===== src/lcmc_pkg.sv =====
package lcmc_pkg;

   // Field widths of the sample path and the calibration table.
   localparam int CountWidth  = 24;
   localparam int WeightWidth = 24;
   localparam int WideWidth   = 26;
   localparam int ProdWidth   = 2 * WeightWidth;
   localparam int CalPoints   = 4;
   localparam int MaxPoints   = 4;
   localparam int RegCount    = 8;

   typedef logic signed [CountWidth-1:0] count_type;
   typedef logic [WeightWidth-1:0]       weight_type;
   typedef logic signed [WideWidth-1:0]  wide_type;

   // Reset contents of the calibration table.
   localparam count_type CalCountReset [MaxPoints] = '{
      24'sd235469, 24'sd546061, 24'sd856428, 24'sd1477409
   };
   localparam weight_type CalWeightReset [MaxPoints] = '{
      24'd0, 24'd50000, 24'd100000, 24'd200000
   };

   // Operation codes carried in tuser of the request channel.
   typedef enum logic [2:0] {
      OP_SAMPLE     = 3'd0,
      OP_TARE       = 3'd1,
      OP_SET_OFFSET = 3'd2,
      OP_POWER_UP   = 3'd3,
      OP_POWER_DOWN = 3'd4
   } op_type;

   // Register indexes on the configuration port.
   typedef enum logic [2:0] {
      REG_COUNT_0  = 3'd0,
      REG_COUNT_1  = 3'd1,
      REG_COUNT_2  = 3'd2,
      REG_COUNT_3  = 3'd3,
      REG_WEIGHT_0 = 3'd4,
      REG_WEIGHT_1 = 3'd5,
      REG_WEIGHT_2 = 3'd6,
      REG_WEIGHT_3 = 3'd7
   } reg_type;

   // Controller states.
   typedef enum logic [2:0] {
      ST_IDLE,
      ST_CORRECT,
      ST_SEGMENT,
      ST_MULTIPLY,
      ST_DIVIDE,
      ST_FINISH
   } state_type;

   // Commands from the controller to the datapath.
   typedef struct packed {
      logic accept;
      logic load_corr;
      logic load_seg;
      logic load_prod;
      logic div_step;
      logic load_result;
   } cmd_type;

   // Status from the datapath to the controller.
   typedef struct packed {
      logic launch;
      logic skip;
      logic rsp_busy;
   } status_type;

endpackage


===== src/lcmc_csr.sv =====
module lcmc_csr (
   input  logic                  clock,
   input  logic                  reset,
   input  logic                  csr_psel,
   input  logic                  csr_penable,
   input  logic                  csr_pwrite,
   input  logic [4:0]            csr_paddr,
   input  logic [31:0]           csr_pwdata,
   output logic [31:0]           csr_prdata,
   output logic                  csr_pready,
   output lcmc_pkg::count_type   cal_count [lcmc_pkg::MaxPoints],
   output lcmc_pkg::weight_type  cal_weight [lcmc_pkg::MaxPoints]
);

   lcmc_pkg::count_type  count_ff  [lcmc_pkg::MaxPoints];
   lcmc_pkg::count_type  count_in  [lcmc_pkg::MaxPoints];
   lcmc_pkg::weight_type weight_ff [lcmc_pkg::MaxPoints];
   lcmc_pkg::weight_type weight_in [lcmc_pkg::MaxPoints];
   logic [2:0]           index;
   logic                 write_en;

   assign csr_pready = 1'b1;
   assign index      = csr_paddr[4:2];
   assign write_en   = csr_psel & csr_penable & csr_pwrite & csr_pready;

   // Decode a write transaction into the selected table entry.
   always_comb begin
      count_in  = count_ff;
      weight_in = weight_ff;
      if (write_en) begin
         if (index[2] == 1'b0) begin
            count_in[index[1:0]] = csr_pwdata[23:0];
         end else begin
            weight_in[index[1:0]] = csr_pwdata[23:0];
         end
      end
   end

   always_ff @(posedge clock) begin
      if (reset) begin
         count_ff  <= lcmc_pkg::CalCountReset;
         weight_ff <= lcmc_pkg::CalWeightReset;
      end else begin
         count_ff  <= count_in;
         weight_ff <= weight_in;
      end
   end

   // Read back the addressed register, zero-extended.
   always_comb begin
      case (index)
         lcmc_pkg::REG_COUNT_0:  csr_prdata = {8'd0, count_ff[0]};
         lcmc_pkg::REG_COUNT_1:  csr_prdata = {8'd0, count_ff[1]};
         lcmc_pkg::REG_COUNT_2:  csr_prdata = {8'd0, count_ff[2]};
         lcmc_pkg::REG_COUNT_3:  csr_prdata = {8'd0, count_ff[3]};
         lcmc_pkg::REG_WEIGHT_0: csr_prdata = {8'd0, weight_ff[0]};
         lcmc_pkg::REG_WEIGHT_1: csr_prdata = {8'd0, weight_ff[1]};
         lcmc_pkg::REG_WEIGHT_2: csr_prdata = {8'd0, weight_ff[2]};
         lcmc_pkg::REG_WEIGHT_3: csr_prdata = {8'd0, weight_ff[3]};
         default:                csr_prdata = 32'd0;
      endcase
   end

   assign cal_count  = count_ff;
   assign cal_weight = weight_ff;

endmodule


===== src/lcmc_ctrl.sv =====
module lcmc_ctrl (
   input  logic                   clock,
   input  logic                   reset,
   input  logic                   req_tvalid,
   output logic                   req_tready,
   input  lcmc_pkg::status_type   status,
   output lcmc_pkg::cmd_type      cmd
);

   lcmc_pkg::state_type state_ff;
   lcmc_pkg::state_type state_in;
   logic [4:0]          cnt_ff;
   logic [4:0]          cnt_in;

   always_ff @(posedge clock) begin
      if (reset) begin
         state_ff <= lcmc_pkg::ST_IDLE;
         cnt_ff   <= 5'd0;
      end else begin
         state_ff <= state_in;
         cnt_ff   <= cnt_in;
      end
   end

   // Next state and datapath commands.
   always_comb begin
      state_in   = state_ff;
      cnt_in     = cnt_ff;
      cmd        = '0;
      req_tready = 1'b0;
      case (state_ff)
         lcmc_pkg::ST_IDLE: begin
            req_tready = 1'b1;
            if (req_tvalid) begin
               cmd.accept = 1'b1;
               if (status.launch) begin
                  state_in = lcmc_pkg::ST_CORRECT;
               end
            end
         end
         lcmc_pkg::ST_CORRECT: begin
            cmd.load_corr = 1'b1;
            state_in      = lcmc_pkg::ST_SEGMENT;
         end
         lcmc_pkg::ST_SEGMENT: begin
            cmd.load_seg = 1'b1;
            state_in     = lcmc_pkg::ST_MULTIPLY;
         end
         lcmc_pkg::ST_MULTIPLY: begin
            cmd.load_prod = 1'b1;
            cnt_in        = 5'd0;
            state_in      = status.skip ? lcmc_pkg::ST_FINISH : lcmc_pkg::ST_DIVIDE;
         end
         lcmc_pkg::ST_DIVIDE: begin
            // One quotient bit per cycle.
            cmd.div_step = 1'b1;
            cnt_in       = cnt_ff + 5'd1;
            if (cnt_ff == 5'(lcmc_pkg::WeightWidth - 1)) begin
               state_in = lcmc_pkg::ST_FINISH;
            end
         end
         lcmc_pkg::ST_FINISH: begin
            if (!status.rsp_busy) begin
               cmd.load_result = 1'b1;
               state_in        = lcmc_pkg::ST_IDLE;
            end
         end
         default: begin
            state_in = lcmc_pkg::ST_IDLE;
         end
      endcase
   end

endmodule


===== src/lcmc_dp.sv =====
module lcmc_dp #(
   parameter int CAL_POINTS = lcmc_pkg::CalPoints
) (
   input  logic                  clock,
   input  logic                  reset,
   input  lcmc_pkg::cmd_type     cmd,
   output lcmc_pkg::status_type  status,
   input  logic [2:0]            req_opcode,
   input  lcmc_pkg::count_type   req_sample,
   input  lcmc_pkg::count_type   req_offset,
   input  lcmc_pkg::count_type   cal_count [lcmc_pkg::MaxPoints],
   input  lcmc_pkg::weight_type  cal_weight [lcmc_pkg::MaxPoints],
   output logic                  rsp_tvalid,
   input  logic                  rsp_tready,
   output lcmc_pkg::weight_type  rsp_weight,
   output logic                  rsp_oor
);

   localparam int W  = lcmc_pkg::WeightWidth;
   localparam int PW = lcmc_pkg::ProdWidth;

   // Architectural state.
   lcmc_pkg::count_type  window_ff [3];
   logic [1:0]           fill_ff;
   lcmc_pkg::count_type  tare_ff;
   logic                 powered_ff;

   // Work registers of one conversion.
   lcmc_pkg::wide_type   corr_ff;
   logic [W-1:0]         dx_ff;
   logic [W-1:0]         cx_ff;
   logic [W-1:0]         mag_ff;
   logic                 neg_ff;
   logic                 skip_ff;
   logic                 oor_ff;
   lcmc_pkg::weight_type base_ff;
   logic [W-1:0]         rem_ff;
   logic [W-1:0]         quo_ff;

   // Output register.
   logic                 rsp_valid_ff;
   lcmc_pkg::weight_type rsp_weight_ff;
   logic                 rsp_oor_ff;

   // Next values.
   logic                 rsp_valid_in;
   lcmc_pkg::wide_type   corr_in;
   logic [W-1:0]         rem_in;
   logic [W-1:0]         quo_in;
   lcmc_pkg::weight_type result_in;

   lcmc_pkg::count_type  lo;
   lcmc_pkg::count_type  hi;
   lcmc_pkg::count_type  mid;
   lcmc_pkg::count_type  median;
   logic                 full;
   logic                 is_sample;

   lcmc_pkg::wide_type   xw [lcmc_pkg::MaxPoints];
   logic                 hit;
   logic [1:0]           seg;
   logic [1:0]           seg_next;
   lcmc_pkg::wide_type   dx_w;
   lcmc_pkg::wide_type   cx_w;
   logic [PW-1:0]        prod;
   logic [W:0]           shifted;
   logic [W:0]           trial;

   // Median of three from the window.
   always_comb begin
      lo     = (window_ff[0] < window_ff[1]) ? window_ff[0] : window_ff[1];
      hi     = (window_ff[0] < window_ff[1]) ? window_ff[1] : window_ff[0];
      mid    = (hi < window_ff[2]) ? hi : window_ff[2];
      median = (lo > mid) ? lo : mid;
   end

   assign full      = (fill_ff == 2'd3);
   assign is_sample = (req_opcode == lcmc_pkg::OP_SAMPLE);

   // A sample that leaves the window full yields a result.
   assign status.launch   = is_sample & powered_ff & (fill_ff[1] == 1'b1);
   assign status.skip     = skip_ff;
   assign status.rsp_busy = rsp_valid_ff & ~rsp_tready;

   // Window, fill count, tare and power flag follow each accepted transaction.
   always_ff @(posedge clock) begin
      if (reset) begin
         fill_ff    <= 2'd0;
         tare_ff    <= '0;
         powered_ff <= 1'b0;
      end else if (cmd.accept) begin
         case (req_opcode)
            lcmc_pkg::OP_SAMPLE: begin
               if (powered_ff && !full) begin
                  fill_ff <= fill_ff + 2'd1;
               end
            end
            lcmc_pkg::OP_TARE: begin
               if (full) begin
                  tare_ff <= median;
               end
            end
            lcmc_pkg::OP_SET_OFFSET: begin
               tare_ff <= req_offset;
            end
            lcmc_pkg::OP_POWER_UP: begin
               if (!powered_ff) begin
                  fill_ff    <= 2'd0;
                  powered_ff <= 1'b1;
               end
            end
            lcmc_pkg::OP_POWER_DOWN: begin
               powered_ff <= 1'b0;
            end
            default: begin
            end
         endcase
      end
   end

   // Window storage: fill in order, then slide.
   always_ff @(posedge clock) begin
      if (cmd.accept && is_sample && powered_ff) begin
         if (full) begin
            window_ff[0] <= window_ff[1];
            window_ff[1] <= window_ff[2];
            window_ff[2] <= req_sample;
         end else begin
            window_ff[fill_ff] <= req_sample;
         end
      end
   end

   // Corrected count: median less tare plus the zero reference.
   assign corr_in = lcmc_pkg::wide_type'(median) - lcmc_pkg::wide_type'(tare_ff)
                    + lcmc_pkg::wide_type'(cal_count[0]);

   // Segment search; the lowest matching segment wins.
   always_comb begin
      for (int i = 0; i < lcmc_pkg::MaxPoints; i++) begin
         xw[i] = lcmc_pkg::wide_type'(cal_count[i]);
      end
      hit = 1'b0;
      seg = 2'd0;
      for (int i = CAL_POINTS - 2; i >= 0; i--) begin
         if (corr_ff >= xw[i] && corr_ff <= xw[i+1]) begin
            hit = 1'b1;
            seg = 2'(i);
         end
      end
      seg_next = seg + 2'd1;
      dx_w     = xw[seg_next] - xw[seg];
      cx_w     = corr_ff - xw[seg];
   end

   // Unsigned product of weight span and count distance.
   assign prod = PW'(mag_ff) * PW'(cx_ff);

   // Restoring division step.
   always_comb begin
      shifted = {rem_ff, quo_ff[W-1]};
      trial   = shifted - {1'b0, dx_ff};
      if (shifted >= {1'b0, dx_ff}) begin
         rem_in = trial[W-1:0];
         quo_in = {quo_ff[W-2:0], 1'b1};
      end else begin
         rem_in = shifted[W-1:0];
         quo_in = {quo_ff[W-2:0], 1'b0};
      end
   end

   // Final weight from the segment base and the signed quotient.
   always_comb begin
      if (skip_ff) begin
         result_in = base_ff;
      end else if (neg_ff) begin
         result_in = base_ff - quo_ff;
      end else begin
         result_in = base_ff + quo_ff;
      end
   end

   always_ff @(posedge clock) begin
      if (cmd.load_corr) begin
         corr_ff <= corr_in;
      end
      if (cmd.load_seg) begin
         dx_ff   <= dx_w[W-1:0];
         cx_ff   <= cx_w[W-1:0];
         neg_ff  <= cal_weight[seg_next] < cal_weight[seg];
         mag_ff  <= (cal_weight[seg_next] < cal_weight[seg]) ?
                    cal_weight[seg] - cal_weight[seg_next] :
                    cal_weight[seg_next] - cal_weight[seg];
         skip_ff <= ~hit | (dx_w == '0);
         oor_ff  <= ~hit;
         if (hit) begin
            base_ff <= cal_weight[seg];
         end else if (corr_ff < xw[0]) begin
            base_ff <= cal_weight[0];
         end else begin
            base_ff <= cal_weight[CAL_POINTS-1];
         end
      end
      if (cmd.load_prod) begin
         rem_ff <= prod[PW-1:W];
         quo_ff <= prod[W-1:0];
      end else if (cmd.div_step) begin
         rem_ff <= rem_in;
         quo_ff <= quo_in;
      end
   end

   // Result register, released by the result transaction.
   always_comb begin
      rsp_valid_in = rsp_valid_ff;
      if (rsp_valid_ff && rsp_tready) begin
         rsp_valid_in = 1'b0;
      end
      if (cmd.load_result) begin
         rsp_valid_in = 1'b1;
      end
   end

   always_ff @(posedge clock) begin
      if (reset) begin
         rsp_valid_ff <= 1'b0;
      end else begin
         rsp_valid_ff <= rsp_valid_in;
      end
   end

   always_ff @(posedge clock) begin
      if (cmd.load_result) begin
         rsp_weight_ff <= result_in;
         rsp_oor_ff    <= oor_ff;
      end
   end

   assign rsp_tvalid = rsp_valid_ff;
   assign rsp_weight = rsp_weight_ff;
   assign rsp_oor    = rsp_oor_ff;

endmodule


===== src/load_cell_median_calibrate.sv =====
// Load-cell front end: each sample transaction (opcode 0 in tuser) taken
// while powered up enters a window of three; once the window is full every
// sample returns one result, the median corrected by the tare offset and the
// zero reference, mapped to milligrams by linear interpolation over
// CAL_POINTS calibration points (four by default) from the register port.
// Tare capture, direct offset, power up and power down give no result. A
// sample that yields a result passes the correct, segment and multiply
// states, the 24 steps of the one-bit-per-cycle divider and the finish state
// on its way to the result register; the block takes the next request in
// the cycle after the result is loaded. A clamped count or one on a
// zero-width segment skips the divider. Other transactions leave the
// controller idle. The next request is accepted while a finished result
// still waits on the result channel; a later result then holds in its last
// step until the earlier one has been taken.
module load_cell_median_calibrate #(
   parameter int CAL_POINTS = lcmc_pkg::CalPoints
) (
   input  logic        clock,
   input  logic        reset,
   input  logic        req_tvalid,
   output logic        req_tready,
   input  logic [47:0] req_tdata,   // [23:0] sample, [47:24] offset_value
   input  logic [2:0]  req_tuser,   // [2:0] opcode
   output logic        rsp_tvalid,
   input  logic        rsp_tready,
   output logic [23:0] rsp_tdata,   // [23:0] weight_mg
   output logic        rsp_tuser,   // [0] out_of_range
   input  logic        csr_psel,
   input  logic        csr_penable,
   input  logic        csr_pwrite,
   input  logic [4:0]  csr_paddr,
   input  logic [31:0] csr_pwdata,
   output logic [31:0] csr_prdata,
   output logic        csr_pready
);

   lcmc_pkg::count_type  cal_count  [lcmc_pkg::MaxPoints];
   lcmc_pkg::weight_type cal_weight [lcmc_pkg::MaxPoints];
   lcmc_pkg::cmd_type    cmd;
   lcmc_pkg::status_type status;

   // Calibration table registers.
   lcmc_csr u_csr (
      .clock       (clock),
      .reset       (reset),
      .csr_psel    (csr_psel),
      .csr_penable (csr_penable),
      .csr_pwrite  (csr_pwrite),
      .csr_paddr   (csr_paddr),
      .csr_pwdata  (csr_pwdata),
      .csr_prdata  (csr_prdata),
      .csr_pready  (csr_pready),
      .cal_count   (cal_count),
      .cal_weight  (cal_weight)
   );

   // Sequencer.
   lcmc_ctrl u_ctrl (
      .clock      (clock),
      .reset      (reset),
      .req_tvalid (req_tvalid),
      .req_tready (req_tready),
      .status     (status),
      .cmd        (cmd)
   );

   // Window, correction, interpolation and result register.
   lcmc_dp #(
      .CAL_POINTS (CAL_POINTS)
   ) u_dp (
      .clock      (clock),
      .reset      (reset),
      .cmd        (cmd),
      .status     (status),
      .req_opcode (req_tuser),
      .req_sample (req_tdata[23:0]),
      .req_offset (req_tdata[47:24]),
      .cal_count  (cal_count),
      .cal_weight (cal_weight),
      .rsp_tvalid (rsp_tvalid),
      .rsp_tready (rsp_tready),
      .rsp_weight (rsp_tdata),
      .rsp_oor    (rsp_tuser)
   );

endmodule

===== config.mk =====
export PLATFORM = sky130hd
export DESIGN_NAME = load_cell_median_calibrate
export DESIGN_NICKNAME = d
export VERILOG_FILES = /design/src/lcmc_pkg.sv /design/src/lcmc_csr.sv /design/src/lcmc_ctrl.sv /design/src/lcmc_dp.sv /design/src/load_cell_median_calibrate.sv
export SDC_FILE = /design/constraint.sdc
export NUM_CORES = 2
export LEC_CHECK = 0
export ABC_AREA = 0
export BUFFER_PORTS_ARGS = -buffer_cell sky130_fd_sc_hd__buf_2
export CAP_MARGIN = 20
export CORE_UTILIZATION = 50
export CTS_BUF_LIST = sky130_fd_sc_hd__clkbuf_16
export CTS_CLUSTER_DIAMETER = 120
export CTS_CLUSTER_SIZE = 28
export DETAILED_ROUTE_END_ITERATION = 6
export PLACE_DENSITY = 0.77
export SLEW_MARGIN = 15
export SYNTH_ARGS = -nofsm -noshare
export SYNTH_HDL_FRONTEND = slang
export SYNTH_SLANG_ARGS = --single-unit

===== constraint.sdc =====
create_clock -name clock -period 23.8 [get_ports clock]
set_input_delay 3.57 -clock clock [delete_from_list [all_inputs] [get_ports clock]]
set_output_delay 3.57 -clock clock [all_outputs]
set_load 0.01 [all_outputs]

After elaboration in Yosys (flattened, before gate mapping). Memories as Yosys holds them, arrays and structs flattened. Index checks and enable logic that the tools add are counted.

Register bits: 426. Bits in latches: 0. RAM bits: 72. Memory bits (read-only): 0. Input bits: 95. Logic and storage cells: 190. Memories: 1.

Add/subtract/negate cells: 12. Multipliers: 1. Div/mod/pow operators: 0. $lt $le $gt $ge: 16. Equality and inequality tests: 25. Shifts and indexed selects: 0. Multiplexer cells: 71. Bitwise operators: 12. Reduce and logical (&&, ||, !) cells: 26.

Memory list: u_dp.window_ff (depth 3, width 24, rd ports 3, clocked after Yosys merged registers in 0, write ports 3, RTL line lcmc_dp.sv:23) `lcmc_pkg::count_type window_ff [3];`.

Operators with widths (count): 2-to-1 mux 24 bit (21); one-hot mux 32 bit (8 select lines) (1); bitwise mux 96 bit (2); subtractor 24 bit (5); binary-select mux 26 bit (select 2 bit) (2); 2-to-1 mux 26 bit (4); binary-select mux 24 bit (select 2 bit) (2); >= comparator 26 x 24 -> 1 bit (3); less-or-equal comparator 26 x 24 -> 1 bit (3); < comparator 24 bit (3); demux 24 bit (select 2 bit) (1); multiplier 24 x 24 -> 48 bit (1); one-hot mux 24 bit (2 select lines) (1); adder 25 x 24 -> 26 bit (1); logical NOT 26 bit (1); < comparator 26 x 24 -> 1 bit (1); subtractor 26 bit (1); >= comparator 25 x 24 -> 1 bit (1); subtractor 24 x 24 -> 25 bit (1); adder 24 bit (1); > comparator 24 bit (1); OR reduction 24 bit (1); 2-to-1 mux 1 bit (23); == test 3 bit (second input constant) (7); other kinds (27) (75).

Depth between registers and ports, before layout.
Depth in word-level cells: 13. Depth in mapped cells: 51. Mapped depth without buffers: 47.

Cells and area by module. Synthesis repeated with hierarchy kept, for this count alone.

Cells, all modules: 6376. Area total of the unflattened synthesis: 55669.6 um^2.

By module, submodules not included: lcmc_dp (instances 1, cells an instance 5213, area an instance 46405.8 um^2, sequential area each 8668.3 um^2); lcmc_csr (instances 1, cells an instance 1110, area an instance 8802.2 um^2, sequential area each 3843.7 um^2); lcmc_ctrl (instances 1, cells an instance 53, area an instance 461.7 um^2, sequential area each 160.2 um^2).

Least setup slack after synthesis. OpenSTA, ideal clock, no wires.

Path type: register to register. From: mem u_dp.window_ff[1][5] in the netlist's numbering. To: reg u_dp.corr_ff[23] (data pin). Library setup time: 0.261 ns. Arrival: 10.056 ns. Required time: 23.539 ns. Slack: 13.483 ns. Stages on the path, launching flop included: 49. Buffers on the path: 5. Cells stage by stage: edfxtp_1 -> inv_1 -> ha_1 -> a21o_1 -> a2111oi_0 -> o21ai_0 -> a22oi_1 -> and2_1 -> a31oi_1 -> clkbuf_1 -> nand2_1 -> o21ai_0 -> ha_1 -> a21o_1 -> a21o_1 -> a221o_1 -> a221oi_1 -> o21ai_0 -> [... 13 more ...] -> clkbuf_1 -> a21oi_1 -> clkbuf_1 -> o211ai_1 -> fa_1 -> inv_1 -> ha_1 -> a21o_1 -> a21o_1 -> a2111oi_0 -> nor4_1 -> o21ai_0 -> a31oi_1 -> o31ai_1 -> a21boi_0 -> o21ai_0 -> nor3b_1 -> nor2_1.

RTL lines: from (decl) (RTL line lcmc_dp.sv:23); to (signal assigned) (RTL line lcmc_dp.sv:185) `corr_ff <= corr_in;`; to (decl) (RTL line lcmc_dp.sv:29) `lcmc_pkg::wide_type corr_ff;`.

==> metrics.md <==
| Metric | Value |
|---|---|
| R2R cell count | 46 |
| Period utilization | between 50% and 60% |
| FMAX | about 0.081 GHz |
| DR vias/cell | between 5 and 6 |
| Multi-input gate area | around 38000 sq um |
| Final hold vios | 0 |
| Final Core Density | 52.7% |
| Sink Count | around 500 |
| Vias in the first global route | ~46000 |
| GRT Total Usage | 29.2% |
| Final instance area | 57200 sq um |
| Worst min-delay path startpoint | u_dp.oor_ff$_DFFE_PP_ |
| Relative slew slack | 19.0% |
| Post-synth ARST share | 0% |
| CP Max Fanout | 46 |
| Number of setup violations in the final report | 0 |
| Setup tns final | 0 ns |
| Tightest Pin Transition | 1.20 ns |
| HP Class | register to register |
| Post-synth top flop | edfxtp_1 |
| Layout cells sized above 1 | between 5 and 6% |
| Hpwl dp | 125000 um |
| Post-CTS Hold Fix Bufs | 0 |
| Slowest CP cell | a2111oi_0 |
| Mapped Area | 54800 sq um |
| Status | completed |
| Postcts setup bufs | 0 |
| Row count | 121 |
| H-tree lvl count | 1 |
| Skew-Pair Late Insertion Delay | a little over 0.6 ns |
| Post-synth EDFFs | 270 |
| Initial Utilization | 50.4% |
| Clock Skew | 0.0480 ns |
| Clock Tree Buf Depth | 3 |
| Most frequent CP cell | a21o_1 |
| Crit path kind | register to register |
| Largest net degree at the start of global routing | 120 |
| Die area | between 100000 and 150000 sq um |
| Root buffer cell | clkbuf_16 |
| Num CTS Buffers | 21 |
| Hold_ws | roughly 0.44 ns |
| Routed Antenna Nets | 0 |
| Fillers | 9923 |
| Routed wire length | 163000 um |
| Crit start category | register |
| Initial antenna violation count | 16 |
| Vias | 46000 |
| Core ar. | 109000 sq um |
| DRC | 0 |
| DP Area | around 57000 sq um |
| CP Capture Type | register |
| Drt wl/cell | 21.2 um |
| Initial detailed-routing violation count | 4190 |
| Netlist cell types | between 80 and 90 |
| Hold path endpoint | u_dp.rsp_oor$_DFFE_PP_ |
| RR Startpoint | u_dp.window_ff[1][6]$_DFFE_PP_ |
| RSZ-0062 raised after global routing | no |
| Clock slew at reported path FFs | about 0.12 ns |
| Peak per-stage delay on the critical path | 0.71 ns |
| Max cap viols | 0 |
| # resized after CTS | 0 |
| CP arrival | 12.63 ns |
| Sequential element share of the synthesized area | around 23% |
| CTS tree | yes |
| Reg2Reg Setup Slack | 11.52 ns |
| Chip Width | between 300 and 400 um |
| Post-Syn Instances | 6364 |
| Die Ht | between 300 and 400 um |
| Number of I/O pins | between 150 and 200 |
| Global-route wire length before repair | 255000 um |
| Number of port buffers | about 140 |
| Tmin final | 12.28 ns |
| First drt pass iteration count | 7 |
| Nets | 7391 |
| Crit Reg-Reg Endpoint | u_dp.corr_ff[23]$_DFFE_PP_ |
| Grt ovf | 0 |
| Final estimated routing congestion in global placement | 0.997 |
| Seq cells post-synth | 498 |
| Hold Crit Depth | 0 |
| Syn-to-layout area delta | 4.54% |
| Avg Cell Area, Syn | about 8.6 sq um |
| Synth Warn # | 0 |
| Slew Limit Fails | 0 |
| Reg area | 12700 sq um |
| CP Data Required Time | around 24 ns |
-- worst max-delay path, delay by kind of cell (launching register included) --
family          cells  cell delay (ns)
buf+inv             4             0.89
compound gates     29             7.52
simple gates        7             1.28
xor+xnor            1             0.19
flops               1             0.47
fa+ha+maj           5             1.66
-- placed cells by master (no fill, tap or decap), types with 16 or more instances in the layout --
cell       synthesis  routed
a211oi_1          38      38
clkbuf_16          0      21
fa_1             512     512
o21ai_0          299     298
a21boi_0          20      20
nor2b_1           40      39
nand3_1           71      71
a221oi_1          42      42
xor2_1            64      64
xnor2_1          120     120
inv_1            811     821
a21oi_1          483     481
o22ai_1           16      16
nor3_1            53      50
nand2b_1          28      28
ha_1             521     521
buf_2             10     134
and2_1           212     212
o21a_1            43      43
o211ai_1          65      65
buf_4             11      66
mux2i_1          104     104
nor2_1           304     301
edfxtp_1         270     270
a31oi_1           60      59
a21o_1           129     129
dfxtp_1          228     228
o21bai_1          55      54
nand2_1         1049    1048
mux2_2            78      78
nand4_1           46      46
o2111ai_1         27      27
nor4_1            16      16
-- kinds of logic (layout without fill, tap and decap cells) --
group                    count (synthesis)  in the layout  share of synthesized area [%]
AO/OA/AOI/OAI                         1404           1404                           16.0
multiplexers                           190            190                           3.83
adder cells (fa/ha/maj)               1033           1033                           30.6
buffers and inverters                 1151           1054                           8.04
AND/OR/NAND/NOR                       1902           1902                           15.4
XOR/XNOR                               184            184                           2.94
flip-flops                             498            498                           23.1
other                                    2             18                         0.0137
-- worst max-delay path by stage --
stage                                              start                    endpoint  slack, ns  cells past startpoint
after floorplan           u_dp.window_ff[1][5]$_DFFE_PP_  u_dp.corr_ff[23]$_DFFE_PP_      13.48                     48
after global placement    u_dp.window_ff[1][5]$_DFFE_PP_  u_dp.corr_ff[23]$_DFFE_PP_      11.88                     46
after detailed placement  u_dp.window_ff[1][5]$_DFFE_PP_  u_dp.corr_ff[23]$_DFFE_PP_      11.67                     46
after CTS                 u_dp.window_ff[1][6]$_DFFE_PP_  u_dp.corr_ff[23]$_DFFE_PP_      11.60                     46
after global routing      u_dp.window_ff[1][5]$_DFFE_PP_  u_dp.corr_ff[23]$_DFFE_PP_      10.60                     46
final                     u_dp.window_ff[1][6]$_DFFE_PP_  u_dp.corr_ff[23]$_DFFE_PP_      11.52                     46
-- cell type report --
cell class              count  area share [%]
flip-flops and latches    498            22.1
multi-input cells        4722            66.1
diodes                      9          0.0393
inverters                 814            5.34
repair buffers            206            2.24
well taps                1414            3.09
clock buffers              21           0.918
clock inverters            13           0.142
-- cell usage after synthesis, drive strengths merged, types with 60 or more instances --
library cell / number / area, sq um
xor2: 64 / 561
a31oi: 60 / 375
mux2: 78 / 878
a21oi: 484 / 2430
nor2: 304 / 1140
o211ai: 65 / 488
o21ai: 303 / 1520
a21o: 129 / 968
fa: 512 / 10200
and2: 212 / 1330
xnor2: 120 / 1050
clkbuf: 296 / 1140
inv: 814 / 3060
nand2: 1049 / 3940
edfxtp: 270 / 8110
dfxtp: 228 / 4560
mux2i: 104 / 1040
ha: 521 / 6520
nand3: 71 / 355
-- per-stage QoR --
step           setup slack (ns)  cells
3_3_place_gp              11.88   7650
2_1_floorplan             13.48   6371
6_report                  11.52   7697
3_5_place_dp              11.67   7652
4_1_cts                   11.60   7686
5_1_grt                   10.60   7689
-- registers in the layout, summed over array words and instances, names as in the netlist --
name and cells:
u_dp.mag_ff 24, u_dp.dx_ff 24, u_dp.corr_ff 26, u_dp.quo_ff 24, u_dp.skip_ff 1, u_dp.base_ff 24
u_dp.oor_ff 1, u_csr.cal_weight 96, u_ctrl.state_ff 3, u_dp.neg_ff 1, u_dp.rem_ff 24, u_dp.fill_ff 2
u_dp.window_ff 72, u_dp.rsp_oor 1, u_csr.cal_count 96, u_dp.cx_ff 24, u_dp.rsp_weight 24, u_dp.rsp_tvalid 1
u_ctrl.cnt_ff 5, u_dp.powered_ff 1, u_dp.tare_ff 24
-- routing by layer --
layer  track usage, %  share of wire, %  vias to the layer above
met2             47.5                46                     2067
met3             4.98               8.8                      461
met5                0             0.064                        -
li1                 -                 -                    21100
met4             14.3               5.5                       14
met1             37.4                40                    22400
Power is not shown: default switching activity piles up to over one toggle a cycle in this logic, so the estimate is an artifact.
